--- src/hw/rtl/tgkd_pkg.sv ---
// touch gesture key decoder: shared types, constants and register map
// used by tgkd_regs, tgkd_step and touch_gesture_key_decoder_core
`default_nettype none

package tgkd_pkg;

  localparam int COUNT_BITS = 8;
  localparam int TIME_BITS  = 32;
  localparam int ADDR_BITS  = 4;
  localparam int DATA_BITS  = 32;

  localparam logic [COUNT_BITS-1:0] COUNT_MAX    = {COUNT_BITS{1'b1}};
  localparam logic [COUNT_BITS-1:0] COUNT_THRMAX = COUNT_MAX - COUNT_BITS'(1);

  localparam logic [7:0]  LONG_PRESS_RESET = 8'd15;
  localparam logic [15:0] LOCKOUT_RESET    = 16'd300;

  typedef enum logic [1:0] {
    CMD_TOUCH   = 2'd0,
    CMD_RELEASE = 2'd1,
    CMD_SET     = 2'd2,
    CMD_POLL    = 2'd3
  } cmd_e;

  typedef enum logic [1:0] {
    LED_KEEP = 2'd0,
    LED_ON   = 2'd1,
    LED_OFF  = 2'd2
  } led_e;

  typedef enum logic [1:0] {
    REG_ENABLE     = 2'd0,
    REG_LONG_PRESS = 2'd1,
    REG_LOCKOUT    = 2'd2
  } reg_e;

  // key codes
  localparam logic [2:0] KEY_UP      = 3'd0;
  localparam logic [2:0] KEY_DOWN    = 3'd1;
  localparam logic [2:0] KEY_LEFT    = 3'd2;
  localparam logic [2:0] KEY_RIGHT   = 3'd3;
  localparam logic [2:0] KEY_SET     = 3'd4;
  localparam logic [2:0] KEY_Q       = 3'd5;
  localparam logic [2:0] KEY_MENU    = 3'd6;
  localparam logic [2:0] KEY_RELEASE = 3'd7;

  // stored direction: none, else direction + 1
  localparam logic [2:0] DIR_NONE = 3'd0;

  typedef struct packed {
    logic        enable;
    logic [7:0]  long_press_ticks;
    logic [15:0] set_lockout_ms;
  } cfg_t;

  typedef struct packed {
    cmd_e                 cmd;
    logic [1:0]           direction;
    logic                 synthetic;
    logic                 menu_shown;
    logic [TIME_BITS-1:0] now_ms;
  } item_t;

  typedef struct packed {
    logic                  touching;
    logic [COUNT_BITS-1:0] hold_count;
    logic [2:0]            current_dir;
    logic [2:0]            previous_dir;
    logic                  lockout_armed;
    logic [TIME_BITS-1:0]  lockout_start;
    logic                  polling;
  } state_t;

  typedef struct packed {
    logic       pass_on;
    logic       key_valid;
    logic [2:0] key_code;
    led_e       led_action;
  } result_t;

endpackage

`default_nettype wire

--- src/hw/rtl/tgkd_regs.sv ---
// touch gesture key decoder: apb configuration registers
// depends on tgkd_pkg
`default_nettype none

module tgkd_regs
  import tgkd_pkg::*;
(
  input  wire logic                 clk_i,
  input  wire logic                 rst_ni,
  input  wire logic                 psel,
  input  wire logic                 penable,
  input  wire logic                 pwrite,
  input  wire logic [ADDR_BITS-1:0] paddr,
  input  wire logic [DATA_BITS-1:0] pwdata,
  output logic      [DATA_BITS-1:0] prdata,
  output logic                      pready,
  output cfg_t                      cfg_o,
  output logic                      clear_o
);

  cfg_t cfg_q, cfg_d;
  logic wr_en;
  reg_e idx;

  assign idx    = reg_e'(paddr[3:2]);
  assign wr_en  = psel && penable && pwrite;
  assign pready = 1'b1;

  always_comb begin
    cfg_d   = cfg_q;
    clear_o = 1'b0;
    if (wr_en) begin
      case (idx)
        REG_ENABLE: begin
          cfg_d.enable = pwdata[0];
          clear_o      = pwdata[0];
        end
        REG_LONG_PRESS: cfg_d.long_press_ticks = pwdata[7:0];
        REG_LOCKOUT:    cfg_d.set_lockout_ms   = pwdata[15:0];
        default: ;
      endcase
    end
  end

  always_ff @(posedge clk_i or negedge rst_ni) begin
    if (!rst_ni) begin
      cfg_q.enable           <= 1'b0;
      cfg_q.long_press_ticks <= LONG_PRESS_RESET;
      cfg_q.set_lockout_ms   <= LOCKOUT_RESET;
    end else begin
      cfg_q <= cfg_d;
    end
  end

  always_comb begin
    case (idx)
      REG_ENABLE:     prdata = DATA_BITS'(cfg_q.enable);
      REG_LONG_PRESS: prdata = DATA_BITS'(cfg_q.long_press_ticks);
      REG_LOCKOUT:    prdata = DATA_BITS'(cfg_q.set_lockout_ms);
      default:        prdata = '0;
    endcase
  end

  assign cfg_o = cfg_q;

endmodule

`default_nettype wire

--- src/hw/rtl/tgkd_step.sv ---
// touch gesture key decoder: next-state and result logic for one transaction
// depends on tgkd_pkg
`default_nettype none

module tgkd_step
  import tgkd_pkg::*;
(
  input  cfg_t    cfg_i,
  input  item_t   item_i,
  input  state_t  state_i,
  output state_t  state_o,
  output result_t res_o
);

  logic [TIME_BITS-1:0]  elapsed;
  logic                  locked;
  logic [COUNT_BITS-1:0] thr;
  logic [COUNT_BITS-1:0] hold;
  logic [1:0]            prev_code;
  logic [2:0]            cur_code;

  assign elapsed   = item_i.now_ms - state_i.lockout_start;
  assign locked    = state_i.lockout_armed && (elapsed < TIME_BITS'(cfg_i.set_lockout_ms));
  assign prev_code = 2'(state_i.previous_dir - 3'd1);
  assign cur_code  = state_i.current_dir - 3'd1;

  // clamp threshold so a fired long press never matches again
  always_comb begin
    if (17'(cfg_i.long_press_ticks) > 17'(COUNT_THRMAX)) begin
      thr = COUNT_THRMAX;
    end else begin
      thr = COUNT_BITS'(cfg_i.long_press_ticks);
    end
  end

  always_comb begin
    state_o = state_i;
    res_o   = '0;
    hold    = state_i.hold_count;
    if (item_i.cmd != CMD_POLL) begin
      if (!cfg_i.enable || item_i.synthetic) begin
        res_o.pass_on = 1'b1;
      end else begin
        case (item_i.cmd)
          CMD_TOUCH: begin
            state_o.touching     = 1'b1;
            state_o.hold_count   = '0;
            state_o.previous_dir = state_i.current_dir;
            state_o.current_dir  = 3'(item_i.direction) + 3'd1;
            state_o.polling      = 1'b1;
            res_o.led_action     = LED_ON;
          end
          CMD_RELEASE: begin
            state_o.touching      = 1'b0;
            state_o.current_dir   = DIR_NONE;
            state_o.previous_dir  = DIR_NONE;
            state_o.lockout_armed = 1'b0;
            state_o.lockout_start = '0;
            res_o.led_action      = LED_OFF;
          end
          default: begin
            state_o.lockout_armed = 1'b1;
            state_o.lockout_start = item_i.now_ms;
            res_o.led_action      = LED_OFF;
            res_o.pass_on         = 1'b1;
          end
        endcase
      end
    end else if (state_i.polling) begin
      if (state_i.touching && !locked) begin
        if (hold != COUNT_MAX) begin
          hold = hold + COUNT_BITS'(1);
        end
      end else begin
        state_o.polling = 1'b0;
        if (hold > thr) begin
          res_o.key_valid = 1'b1;
          res_o.key_code  = KEY_RELEASE;
        end
      end
      if (hold == thr) begin
        // plain single-direction long press
        if (state_i.current_dir != DIR_NONE && state_i.previous_dir == DIR_NONE) begin
          res_o.key_valid = 1'b1;
          res_o.key_code  = {1'b0, cur_code[1:0]};
        end
        hold = hold + COUNT_BITS'(1);
      end else if (state_i.previous_dir != DIR_NONE && hold < thr) begin
        // two-direction gesture
        if ((prev_code == KEY_UP[1:0] && cur_code == KEY_LEFT) ||
            (prev_code == KEY_LEFT[1:0] && cur_code == KEY_UP)) begin
          res_o.key_valid = 1'b1;
          res_o.key_code  = item_i.menu_shown ? KEY_Q : KEY_MENU;
        end else if ((prev_code == KEY_RIGHT[1:0] && cur_code == KEY_DOWN) ||
                     (prev_code == KEY_DOWN[1:0] && cur_code == KEY_RIGHT)) begin
          res_o.key_valid = 1'b1;
          res_o.key_code  = KEY_SET;
        end
        hold = thr + COUNT_BITS'(1);
      end
      state_o.hold_count = hold;
    end
  end

endmodule

`default_nettype wire

--- src/hw/rtl/touch_gesture_key_decoder_core.sv ---
// touch gesture key decoder top level: input register, step logic, result register
// depends on tgkd_pkg, tgkd_regs and tgkd_step
// path: input register, step logic, result register; a stalled result register holds the flow
// throughput: one transaction per cycle unless the result channel stalls; single-pass step logic
// reset: gesture state clear, enable 0, long press 15 ticks, lockout 300 ms
`default_nettype none

module touch_gesture_key_decoder_core
  import tgkd_pkg::*;
(
  input  wire logic                 clk_i,
  input  wire logic                 rst_ni,
  // configuration port
  input  wire logic                 psel,
  input  wire logic                 penable,
  input  wire logic                 pwrite,
  input  wire logic [ADDR_BITS-1:0] paddr,
  input  wire logic [DATA_BITS-1:0] pwdata,
  output logic      [DATA_BITS-1:0] prdata,
  output logic                      pready,
  // input channel
  input  wire logic                 in_valid_i,
  output logic                      in_stall_o,
  input  wire logic [1:0]           cmd_i,
  input  wire logic [1:0]           direction_i,
  input  wire logic                 synthetic_i,
  input  wire logic                 menu_shown_i,
  input  wire logic [31:0]          now_ms_i,
  // result channel
  output logic                      out_valid_o,
  input  wire logic                 out_stall_i,
  output logic                      pass_on_o,
  output logic                      key_valid_o,
  output logic [2:0]                key_code_o,
  output logic [1:0]                led_action_o
);

  cfg_t    cfg;
  logic    cfg_clear;

  // input register
  logic    in_valid_q;
  item_t   item_q;

  // gesture state
  state_t  state_q, state_d, state_nxt;

  // result register
  logic    out_valid_q;
  result_t res_q, res_nxt;

  logic    out_load;   // result register can take a new transaction
  logic    step_fire;  // input register hands its transaction to the step logic
  logic    in_load;

  tgkd_regs u_regs (
    .clk_i   (clk_i),
    .rst_ni  (rst_ni),
    .psel    (psel),
    .penable (penable),
    .pwrite  (pwrite),
    .paddr   (paddr),
    .pwdata  (pwdata),
    .prdata  (prdata),
    .pready  (pready),
    .cfg_o   (cfg),
    .clear_o (cfg_clear)
  );

  tgkd_step u_step (
    .cfg_i   (cfg),
    .item_i  (item_q),
    .state_i (state_q),
    .state_o (state_nxt),
    .res_o   (res_nxt)
  );

  // handshake: the input register drains whenever the result register is free
  // or its transaction is being taken this cycle
  assign out_load   = !out_valid_q || !out_stall_i;
  assign step_fire  = in_valid_q && out_load;
  assign in_stall_o = in_valid_q && !out_load;
  assign in_load    = in_valid_i && !in_stall_o;

  always_ff @(posedge clk_i or negedge rst_ni) begin
    if (!rst_ni) begin
      in_valid_q <= 1'b0;
    end else if (!in_stall_o) begin
      in_valid_q <= in_valid_i;
    end
  end

  // payload register, no reset needed
  always_ff @(posedge clk_i) begin
    if (in_load) begin
      item_q.cmd        <= cmd_e'(cmd_i);
      item_q.direction  <= direction_i;
      item_q.synthetic  <= synthetic_i;
      item_q.menu_shown <= menu_shown_i;
      item_q.now_ms     <= now_ms_i[TIME_BITS-1:0];
    end
  end

  // gesture state: enabling clears it; config must only change while idle, not enforced here
  always_comb begin
    state_d = state_q;
    if (cfg_clear) begin
      state_d = '0;
    end else if (step_fire) begin
      state_d = state_nxt;
    end
  end

  always_ff @(posedge clk_i or negedge rst_ni) begin
    if (!rst_ni) begin
      state_q <= '0;
    end else begin
      state_q <= state_d;
    end
  end

  always_ff @(posedge clk_i or negedge rst_ni) begin
    if (!rst_ni) begin
      out_valid_q <= 1'b0;
    end else if (out_load) begin
      out_valid_q <= in_valid_q;
    end
  end

  always_ff @(posedge clk_i) begin
    if (step_fire) begin
      res_q <= res_nxt;
    end
  end

  assign out_valid_o  = out_valid_q;
  assign pass_on_o    = res_q.pass_on;
  assign key_valid_o  = res_q.key_valid;
  assign key_code_o   = res_q.key_code;
  assign led_action_o = res_q.led_action;

  // a result without a key carries key code zero
  assert property (@(posedge clk_i) disable iff (!rst_ni)
    out_valid_o && !key_valid_o |-> key_code_o == KEY_UP)
    else $error("key code set without key valid");

  // led action never takes the unused code
  assert property (@(posedge clk_i) disable iff (!rst_ni)
    out_valid_o |-> led_action_o != 2'd3)
    else $error("invalid led action");

  // a transaction in the input register reaches the result register when not stalled
  assert property (@(posedge clk_i) disable iff (!rst_ni)
    step_fire |=> out_valid_o)
    else $error("transaction lost between input and result register");

  // the input side only stalls while the result register is held
  assert property (@(posedge clk_i) disable iff (!rst_ni)
    in_stall_o |-> out_valid_o && out_stall_i)
    else $error("input stalled with free result register");

endmodule

`default_nettype wire

--- config.mk ---
export PLATFORM = sky130hd
export DESIGN_NAME = touch_gesture_key_decoder_core
export DESIGN_NICKNAME = d
export VERILOG_FILES = /design/src/hw/rtl/tgkd_pkg.sv /design/src/hw/rtl/tgkd_regs.sv /design/src/hw/rtl/tgkd_step.sv /design/src/hw/rtl/touch_gesture_key_decoder_core.sv
export SDC_FILE = /design/constraint.sdc
export NUM_CORES = 1
export LEC_CHECK = 0
export BUFFER_PORTS_ARGS = -buffer_cell sky130_fd_sc_hd__buf_2
export CAP_MARGIN = 20
export CORE_AREA = 3 3 144 146
export DETAILED_ROUTE_END_ITERATION = 7
export DIE_AREA = 0 0 147 149
export PLACE_DENSITY = 0.66
export SYNTH_ARGS = -nofsm -noshare
export SYNTH_HDL_FRONTEND = slang
export SYNTH_SLANG_ARGS = --single-unit
--- constraint.sdc ---
create_clock -name clk_i -period 8.2 [get_ports clk_i]
set_clock_uncertainty 0.15 [all_clocks]
set_input_delay 0.41 -clock clk_i [delete_from_list [all_inputs] [get_ports clk_i]]
set_output_delay 0.41 -clock clk_i [all_outputs]
set_load 0.005 [all_outputs]
Word-level counts from Yosys, hierarchy flattened
Index checks and enable logic that the tools add are counted.

cells by class
  multiplexer cells = 36
  add/sub/neg operators = 7
  magnitude comparators = 4
  bitwise operators = 2
  equal/unequal tests = 16
  reductions and logical operators = 44

operators with widths
  cell                                                                   count
  49-bit two-way mux                                                     3
  8-bit two-way mux                                                      10
  33-bit case mux with 2 select lines                                    1
  16-bit case mux with 3 select lines                                    1
  39-bit two-way mux                                                     1
  32-bit by 16-bit < comparator with 1-bit output                        1
  32-bit subtractor                                                      1
  4-bit two-way mux                                                      7
  8-bit by 1-bit adder with 8-bit output, second input constant          3
  1-bit logical AND                                                      13
  6-bit case mux with 2 select lines                                     1
  4-bit AND reduction                                                    3
  3-bit nonzero test                                                     4
  1-bit two-way mux                                                      9
  8-bit equality test                                                    1
  8-bit greater-than comparator                                          1
  8-bit greater-than comparator, second input constant                   1
  8-bit < comparator                                                     1
  8-bit != test, second input constant                                   1
  2-bit by 1-bit equality test with 1-bit output, second input constant  3
  2-bit equality test, second input constant                             3
  3-bit by 2-bit equality test with 1-bit output, second input constant  2
  1-bit zero test                                                        6
  2-bit zero test                                                        3
  15 further kinds                                                       29

word-level totals
  bits of input ports = 81
  register bits = 121
  word-level logic and storage cells = 130

Logic depth before layout (Yosys ltp)
Gate-level depths: netlist of the first run.

  word-level depth = 16
  depth in mapped cells = 32

By module
Synthesis of the first run repeated with hierarchy kept, for this count alone.

unflattened totals
  cell total of the unflattened synthesis = 1114
  area total of the unflattened synthesis = 10087.2 um^2

modules (own cells, without submodules)
  module                          area each (um^2)  times used  seq. area each (um^2)  cells each
  tgkd_step                       4852.2            1           0.0                    751
  touch_gesture_key_decoder_core  3931.3            1           2627.5                 265
  tgkd_regs                       1303.8            1           635.6                  98

Worst setup path after synthesis of the first run
OpenSTA, ideal clock, no wires.

  path kind = register to register
  start point = reg item_q[1] (netlist name)
  end point = reg res_q, in the netlist key_code_o[0] (data pin)
  arrival = 6.262 ns
  period minus slack after synthesis = 6.558 ns
  required time = 7.904 ns
  stages on the path, launching flop included = 26
  setup time = 0.146 ns
  path slack = 1.642 ns
  cells stage by stage = edfxtp_1 > ha_1 > nor2b_1 > o2111a_1 > o21ai_1 > and2_1 > o21ai_0 > xor2_1 > ha_1 > nor2b_1 > nor4b_1 > nand4_1 > a21oi_1 > nand4bb_1 > o41ai_4 > or2_1 > mux2i_1 > inv_1 > ha_1 > a21o_1 > a2111oi_0 > nand4_1 > inv_1 > nand2_1 > a211o_1 > a21oi_1

between the ends
  cells in the longest elaborated chain, start to end = 12
  elaborated cells on any way between the ends = 17
  those cells by class = add/sub: 1; order compare: 2; eq/ne: 1; mux: 9; reduce/logical: 4

ends and longest elaborated chain
  what                                                 line                                   source
  from (decl)                                          touch_gesture_key_decoder_core.sv:43   item_t item_q;
  32-bit subtractor (*)                                tgkd_step.sv:22                        assign elapsed = item_i.now_ms - state_i.lockout_start;
  32-bit by 16-bit < comparator with 1-bit output (*)  tgkd_step.sv:23                        assign locked = state_i.lockout_armed && (elapsed < TIME_BITS'(cfg_i.set_lockout_ms));
  1-bit logical AND (*)                                tgkd_step.sv:23
  1-bit zero test (*)                                  tgkd_step.sv:70                        if (state_i.touching && !locked) begin
  1-bit logical AND (*)                                tgkd_step.sv:70
  8-bit two-way mux                                    tgkd_step.sv:70
  8-bit two-way mux                                    tgkd_step.sv:69                        end else if (state_i.polling) begin
  8-bit two-way mux                                    tgkd_step.sv:40                        if (item_i.cmd != CMD_POLL) begin
  8-bit < comparator                                   tgkd_step.sv:88                        end else if (state_i.previous_dir != DIR_NONE && hold < thr) begin
  1-bit logical AND                                    tgkd_step.sv:88
  4-bit two-way mux                                    tgkd_step.sv:88
  4-bit two-way mux (*)                                tgkd_step.sv:81                        if (hold == thr) begin
  to (signal assigned)                                 touch_gesture_key_decoder_core.sv:132  res_q <= res_nxt;
  to (decl)                                            touch_gesture_key_decoder_core.sv:50   result_t res_q, res_nxt;

Mark *: on every way between the ends. The rest lies on a longest branch, timed or not. The select of a mux whose other input is x is not followed.
A chain may end at the register's enable or synchronous reset.

Worst setup path after layout of the first run
Ends and elaborated chain as after synthesis.

==> reports/results.txt, run 1 <==
number of DRC violations after detailed-routing iteration 0 = 448
total die area = 21,900 µm²
cell type contributing the most total cell area after synthesis = sky130_fd_sc_hd__dfrtp_1
maximum number of pins on one net before global-route repair = 77
max-slew violation total from the final report = 0
Least-Margin Pin Slew = 0.976 ns
count of yosys warnings during synthesis = 0
maximum clock path buffer count = 2
sequential share of the synthesized area = 0.391
share of layout cells above drive strength 1 = 0.158
total wirelength of the detailed-routed design = 20,600 µm
final period utilization = 0.869
overall die height = 149 µm
remaining routing DRC violations = 0
met2 wire length = 9610 µm
critical path endpoint category = flip-flop
overall routing resource usage = 0.193
number of maximum-capacitance constraint violations = 0
async set or reset register ratio after synthesis = 0.628
synthesized area = 8340 µm²
result of the run = complete, but fails checks
Detailed Routing Iterations Pass 1 = 5
Rows = 51
area share of xor/xnor cells in the synthesized design = 0.0284
total negative slack for setup checks = 0 ns
most frequent standard cell in the layout excluding fill and tap cells = sky130_fd_sc_hd__nand2_1
number of global-route vias before repair = 6,677
antenna violations before repair = 0
final net count = 1,170
number of synthesized register bits = 121
cell with the largest stage delay on the worst path = sky130_fd_sc_hd__a2111oi_2
Synth Area in Compound Gates = 0.217
mean instance size in the synthesized netlist = 9.25 µm²
minimum period implied by the final worst setup slack = 7.13 ns
Largest stage delay, worst path = 0.87 ns
dominant combinational cell family by area after synthesis = compound AO/OA/AOI/OAI gates
wire length on met1 = 9730 µm
CTS clock-pin slew for the worst setup and hold paths = 0.06 ns
Final Hold Vio Count = 2
Chip Width = 147 µm
worst hold-check slack = -0.00151 ns
Setup crit start kind = flip-flop
synth top area cells = sky130_fd_sc_hd__dfrtp_1 (20%), sky130_fd_sc_hd__edfxtp_1 (16%), sky130_fd_sc_hd__ha_1 (11%)
port buffer count = 87
detailed placement HPWL = 15,500 µm
clock root buffer = sky130_fd_sc_hd__clkbuf_16
fraction of the mapped netlist area in simple logic gates = 0.160
number of distinct standard cells referenced by the synthesized netlist = 81
post-route antenna net violation count = 0
DR WL met3 = 792 µm
initial standard-cell utilization of the core = 0.427
worst r2r dst = key_code_o[0]
final number of setup-violating endpoints = 0
I/O pin cnt = 123
number of synthesized flops with an enable pin = 45
clock latency on the worst-skew pair = 0.43 ns
top library cells by usage in the layout, fill and taps aside = sky130_fd_sc_hd__nand2_1 (94), sky130_fd_sc_hd__inv_1 (86), sky130_fd_sc_hd__buf_2 (86)
post-synth top area share = 0.204
HP Class = input port to asynchronous set/reset pin
Inserted Diodes = 0
worst setup path start = item_q[1]
data arrival time of the critical path = 7.26 ns
core area = 19,500 µm²
Crit Path Category = flip-flop to flip-flop
headroom to the max-slew limit = 0.349
first-pass GRT wire length = 33,900 µm
routability congestion estimate from global placement = 0.929
static leakage = 4.34 nW
required time at the worst-slack endpoint = 8.33 ns
Post-synth top flop = sky130_fd_sc_hd__dfrtp_1
Final Total Pwr = 0.00230 W
multiplexer area fraction after synthesis = 0.0246
post-synthesis to final-layout area growth = 18.7%
via density per instance = 5.37
setup repair after global routing missed its margin = false
number of buffers added by the clock tree synthesis step = 17
Routed WL per cell = 16.0 µm
Worst Setup EP = key_code_o[0]
total power per unit cell area = 233 nW/µm²
worst-path fanout max = 8
H-Tree Depth = 4
detailed-route via count = 6,947
Worst R2R Path Depth = 25
maximum VDD drop = 0.134 mV
Worst R2R Setup Slack = 1.07 ns
Most common cell on crit path = sky130_fd_sc_hd__ha_1
worst reg2reg startpoint = item_q[1]
Syn Inst Count = 901
aggregate global routing overflow = 0
count of clock tree sinks = 121
Top Metal Used = met4
synthesized-area fraction occupied by adder cells = 0.110
clock tree from TritonCTS = built
achievable frequency = 140 MHz
number of setup buffers added after CTS = 0
failing checks = hold timing
## worst max-delay path, delay by kind of cell (launching register included)
kind	cells	cell delay (ns)
AO/OA/AOI/OAI	9	2.90
XOR/XNOR	1	0.17
adder cells (fa/ha/maj)	3	0.91
buffers and inverters	2	0.25
flip-flops	1	0.41
multiplexers	1	0.40
AND/OR/NAND/NOR	9	1.78
## how the worst min path moves through the flow
stage           startpoint     endpoint  slack, ns  cells past startpoint
2_1_floorplan       rst_ni   in_valid_q      -0.04                      0
3_3_place_gp   state_q[33]  state_q[33]       0.31                      1
3_5_place_dp   state_q[33]  state_q[33]       0.31                      1
4_1_cts           cmd_i[0]   item_q[36]      0.002                      1
5_1_grt           cmd_i[0]   item_q[36]      0.007                      1
6_report            rst_ni   state_q[4]     -0.002                      1
## per-layer routing
layer,GRT usage,vias up
met1,0.262,3263
met4,0.0676,0
met3,0.0328,32
met2,0.315,167
met5,0,-
li1,-,3485
## stage by stage
step	setup slack (ns)	utilization	instance area, µm²	instances
after global routing	0.460	0.507	9900	1294
after detailed placement	1.11	0.461	9000	1230
after global placement	1.22	0.461	9000	1230
after CTS	1.10	0.507	9900	1294
final	1.07	0.507	9900	1294
after floorplan	1.64	-	8390	916
## power by group
group / switching, W / internal, W
clock network: 0.000288 / 0.000447
logic: 0.000459 / 0.000325
registers: 0.0000611 / 0.000722
## state kept, by name, indices dropped and copies added (netlist names)
signal	flops
in_valid_q	1
item_q	38
key_code_o	3
key_valid_o	1
led_action_o	2
out_valid_o	1
pass_on_o	1
state_q	49
u_regs.cfg_o	25
## synth_stat cells (4+ instances only)
| cell | count |
|---|---|
| sky130_fd_sc_hd__nand2_1 | 94 |
| sky130_fd_sc_hd__inv_1 | 86 |
| sky130_fd_sc_hd__ha_1 | 72 |
| sky130_fd_sc_hd__o21ai_0 | 72 |
| sky130_fd_sc_hd__dfrtp_1 | 68 |
| sky130_fd_sc_hd__a21oi_1 | 55 |
| sky130_fd_sc_hd__edfxtp_1 | 45 |
| sky130_fd_sc_hd__nor2_1 | 42 |
| sky130_fd_sc_hd__a22o_1 | 41 |
| sky130_fd_sc_hd__clkbuf_1 | 23 |
| sky130_fd_sc_hd__nand3_1 | 23 |
| sky130_fd_sc_hd__xnor2_1 | 18 |
| sky130_fd_sc_hd__buf_4 | 17 |
| sky130_fd_sc_hd__nand4_1 | 16 |
| sky130_fd_sc_hd__and2_1 | 15 |
| sky130_fd_sc_hd__a21o_1 | 14 |
| sky130_fd_sc_hd__nor3_1 | 14 |
| sky130_fd_sc_hd__nand2b_1 | 11 |
| sky130_fd_sc_hd__nor2b_1 | 11 |
| sky130_fd_sc_hd__mux2i_1 | 10 |
| sky130_fd_sc_hd__a211oi_1 | 9 |
| sky130_fd_sc_hd__o21a_1 | 9 |
| sky130_fd_sc_hd__xor2_1 | 9 |
| sky130_fd_sc_hd__dfstp_2 | 8 |
| sky130_fd_sc_hd__mux2_2 | 8 |
| sky130_fd_sc_hd__and3_1 | 7 |
| sky130_fd_sc_hd__o211ai_1 | 7 |
| sky130_fd_sc_hd__o31ai_1 | 6 |
| sky130_fd_sc_hd__or3_1 | 6 |
| sky130_fd_sc_hd__a31oi_1 | 4 |
| sky130_fd_sc_hd__o21ai_1 | 4 |
| sky130_fd_sc_hd__o311a_1 | 4 |
| sky130_fd_sc_hd__or2_2 | 4 |
## layout make-up
cell class                 count  area, µm²
multi-input combinational    664       4590
fill                        1844       9630
inverter                      86        323
tap                          265        332
clock inverter                14        150
sequential                   121       3260
clock buffer                  18        429
timing repair buffer         126        811
## repair_timing
| action | CTS | global route |
|---|---|---|
| hold buffers | 32 | 0 |
| resized for setup | 0 | 0 |
| hold endpoints to repair | 32 | 0 |
## cells by family after synthesis
family / after synthesis
other cells: 2
xor+xnor: 27
flops: 121
mux: 19
fa+ha+maj: 73
buf+inv: 131
simple gates: 265
compound gates: 263
Note: power is estimated with default switching activity, not from simulation.
==> inputs of run 2 (changes only) <==
Settings changed: CORE_AREA 3 3 144 146 to 3 3 157 159, CTS_CLUSTER_SIZE from default to 20, DIE_AREA 0 0 147 149 to 0 0 160 162, PLACE_DENSITY 0.66 to 0.58.
==> run 2 against run 1 <==
Net effect:
- non-clock buffer count down 12
- first-iteration DRC count rose by 7.6%
- total power increased by 4.1%
- critical endpoint is now key_code_o[1]
- critical path type unchanged
- sequential share of layout area hardly changed
- sequential power about the same
- cell area about the same
- setup slack improved by 0.31 ns
- sequential cell count stayed put
- critical path depth rose by 2
- via count down 0.69%
- the run now ends clean
==> reports/results.txt, run 2 (same netlist as run 1, synthesis figures left out) <==
Crit Path Category = flip-flop to flip-flop (unchanged)
data arrival time of the critical path = 6.83 ns (was 7.26 ns)
Inst Count DP = 1,285 (was 1,230)
routability congestion estimate from global placement = 0.914 (was 0.929)
most flop-heavy register = state_q (unchanged)
Post-Place Setup Slack = 1.45 ns (was 1.11 ns)
cell with the largest stage delay on the worst path = sky130_fd_sc_hd__o41ai_4 (was sky130_fd_sc_hd__a2111oi_2)
share of power burned in registers = 0.325 (was 0.340)
detailed placement HPWL = 16,100 µm (was 15,500 µm)
number of global-route vias before repair = 6,750 (was 6,677)
minimum period implied by the final worst setup slack = 6.82 ns (was 7.13 ns)
final net count = 1,158 (was 1,170)
post-synthesis to final-layout area growth = 18.8% (was 18.7%)
final period utilization = 0.832 (was 0.869)
result of the run = finished clean (was complete, but fails checks)
post-route antenna net violation count = 0 (unchanged)
clock root buffer = sky130_fd_sc_hd__clkbuf_16 (unchanged)
Setup crit start kind = flip-flop (unchanged)
antenna violations before repair = 0 (unchanged)
Detailed Routing Iterations Pass 1 = 5 (unchanged)
core area = 23,400 µm² (was 19,500 µm²)
Least-Margin Pin Slew = 1.03 ns (was 0.976 ns)
total die area = 25,900 µm² (was 21,900 µm²)
Worst R2R Path Depth = 27 (was 25)
required time at the worst-slack endpoint = 8.21 ns (was 8.33 ns)
Most common cell on crit path = sky130_fd_sc_hd__ha_1 (unchanged)
Final Hold Vio Count = 0 (was 2)
clock group share of total power = 0.347 (was 0.320)
most frequent standard cell in the layout excluding fill and tap cells = sky130_fd_sc_hd__nand2_1 (unchanged)
total wirelength of the detailed-routed design = 21,200 µm (was 20,600 µm)
initial standard-cell utilization of the core = 0.356 (was 0.427)
achievable frequency = 147 MHz (was 140 MHz)
overall routing resource usage = 0.168 (was 0.193)
number of maximum-capacitance constraint violations = 0 (unchanged)
depth of the critical timing path with buffers and inverters included = 27 (was 25)
CTS Hold Bufs = 16 (was 32)
Largest stage delay, worst path = 0.61 ns (was 0.87 ns)
overall die height = 162 µm (was 149 µm)
setup repair after global routing missed its margin = false (unchanged)
max-slew violation total from the final report = 0 (unchanged)
detailed-route via count = 6,899 (was 6,947)
worst r2r dst = key_code_o[1] (was key_code_o[0])
Worst R2R Setup Slack = 1.38 ns (was 1.07 ns)
internal power contribution = 0.00159 W (was 0.00149 W)
H-Tree Depth = 4 (unchanged)
Routed WL per cell = 15.8 µm (was 16.0 µm)
endpoint of the worst hold-timing path = item_q[28]
Post-Place Cell Area = 9070 µm² (was 9000 µm²)
delay-heaviest family, CP = compound AO/OA/AOI/OAI gates (unchanged)
count of instances resized after the clock tree is built = 0 (unchanged)
HP Class = input port to flip-flop (was input port to asynchronous set/reset pin)
critical hold path startpoint = now_ms_i[28]
maximum VDD drop = 0.138 mV (was 0.134 mV)
Rows = 56 (was 51)
final number of setup-violating endpoints = 0 (unchanged)
number of buffers added by the clock tree synthesis step = 17 (unchanged)
headroom to the max-slew limit = 0.311 (was 0.349)
combinational power share = 0.328 (was 0.340)
top library cells by usage in the layout, fill and taps aside = sky130_fd_sc_hd__nand2_1 (94), sky130_fd_sc_hd__inv_1 (86), sky130_fd_sc_hd__buf_2 (86) (unchanged)
maximum clock path buffer count = 2 (unchanged)
remaining routing DRC violations = 0 (unchanged)
number of DRC violations after detailed-routing iteration 0 = 482 (was 448)
share of total power consumed by net switching = 0.337 (was 0.351)
setup slack of the critical path after layout = 1.38 ns (was 1.07 ns)
worst-path fanout max = 8 (unchanged)
aggregate global routing overflow = 0 (unchanged)
clock latency on the worst-skew pair = 0.42 ns (was 0.43 ns)
I/O pin cnt = 123 (unchanged)
total power per unit cell area = 242 nW/µm² (was 233 nW/µm²)
reported net switching power = 0.000807 W (was 0.000808 W)
count of clock tree sinks = 121 (unchanged)
critical path endpoint category = flip-flop (unchanged)
number of setup buffers added after CTS = 0 (unchanged)
maximum number of pins on one net before global-route repair = 73 (was 77)
worst hold-check slack = 0.0139 ns (was -0.00151 ns)
clock tree from TritonCTS = built (unchanged)
number of flip-flops in the largest register = 49 (unchanged)
first-pass GRT wire length = 35,000 µm (was 33,900 µm)
share of layout cells above drive strength 1 = 0.160 (was 0.158)
via density per instance = 5.16 (was 5.37)
port buffer count = 87 (unchanged)
CTS clock-pin slew for the worst setup and hold paths = 0.06 ns (about the same)
count of fill cells added during filler insertion = 2,332 (was 1,844)
static leakage = 4.33 nW (was 4.34 nW)
WHS Path Cells = 1
total buffers and inverters traversed by the critical path = 3 (was 2)
total negative slack for setup checks = 0 ns (unchanged)
finished layout cell area = 9900 µm² (about the same)
worst reg2reg startpoint = state_q[2] (was item_q[1])
Chip Width = 160 µm (was 147 µm)
non-filler cells in the finished layout = 1,336 (was 1,294)
Inserted Diodes = 0 (unchanged)
==> run 2: cell types whose count changed in the layout (fill, tap and decap cells not counted), sizes merged <==
cell / delta
dlygate4sd3: -13
bufinv: +3
clkinvlp: -3
clkbuf: +2
inv: -2
buf: +1
==> run 2: worst max path at each step <==
| stage | end | slack, ns | from |
|---|---|---|---|
| final | key_code_o[1] | 1.38 | state_q[2] |
| after CTS | key_code_o[1] | 1.42 | state_q[2] |
| after global placement | key_code_o[1] | 1.56 | item_q[0] |
| after floorplan | key_code_o[0] | 1.64 | item_q[1] |
| after detailed placement | key_code_o[1] | 1.45 | state_q[2] |
| after global routing | key_code_o[1] | 0.87 | state_q[2] |
==> run 2: metal layers <==
layer | global-route usage | routed length (µm) | vias to the layer above
li1 | - | - | 3453
met1 | 0.233 | 10300 | 3256
met2 | 0.268 | 9550 | 163
met3 | 0.0286 | 887 | 27
met4 | 0.0544 | 443 | 0
met5 | 0 | 0 | -
==> run 2: cell type report <==
cell class                      instances  area (µm²)  share of cell area
Timing Repair Buffer                  114         688              0.0695
Clock buffer                           20         447              0.0451
Multi-Input combinational cell        664        4590               0.463
Sequential cell                       121        3260               0.329
Clock inverter                         12         198              0.0200
Tap cell                              319         399              0.0403
Inverter                               86         323              0.0326
==> run 2: worst register-to-register path, stage by stage (launching register included) <==
cell and delay, ns:
sky130_fd_sc_hd__dfrtp_1 0.40, sky130_fd_sc_hd__inv_1 0.06, sky130_fd_sc_hd__ha_1 0.26, sky130_fd_sc_hd__nor2b_1 0.16, sky130_fd_sc_hd__o2111a_1 0.26, sky130_fd_sc_hd__o21ai_1 0.31
sky130_fd_sc_hd__and2_1 0.25, sky130_fd_sc_hd__o21ai_0 0.13, sky130_fd_sc_hd__xor2_1 0.23, sky130_fd_sc_hd__ha_1 0.29, sky130_fd_sc_hd__nor2b_1 0.14, sky130_fd_sc_hd__nor4b_1 0.37
sky130_fd_sc_hd__nand4_1 0.17, sky130_fd_sc_hd__a21oi_1 0.16, sky130_fd_sc_hd__nand4bb_1 0.21, sky130_fd_sc_hd__o41ai_4 0.62, sky130_fd_sc_hd__or2_1 0.19, sky130_fd_sc_hd__mux2i_1 0.37
sky130_fd_sc_hd__inv_1 0.09, sky130_fd_sc_hd__ha_1 0.30, sky130_fd_sc_hd__a21o_1 0.17, sky130_fd_sc_hd__a2111oi_1 0.37, sky130_fd_sc_hd__buf_4 0.23, sky130_fd_sc_hd__nand2_1 0.06
sky130_fd_sc_hd__nor3_1 0.29, sky130_fd_sc_hd__nor2_1 0.10, sky130_fd_sc_hd__a21oi_1 0.16, sky130_fd_sc_hd__nor3_1 0.07
==> run 2: metrics by stage <==
stage	utilization	total power, W
floorplan	-	0.00136
global placement	0.388	0.00155
detailed placement	0.388	0.00156
CTS	0.422	0.00241
global route	0.423	0.00257
finish	0.423	0.00240
==> run 2: power groups by stage <==
stage / clock network (W) / registers, W / logic, W
global route: 0.000876 / 0.000793 / 0.000900
CTS: 0.000849 / 0.000780 / 0.000785
global placement: 0 / 0.000789 / 0.000762
finish: 0.000831 / 0.000780 / 0.000786
floorplan: 0 / 0.000773 / 0.000583
detailed placement: 0 / 0.000790 / 0.000773
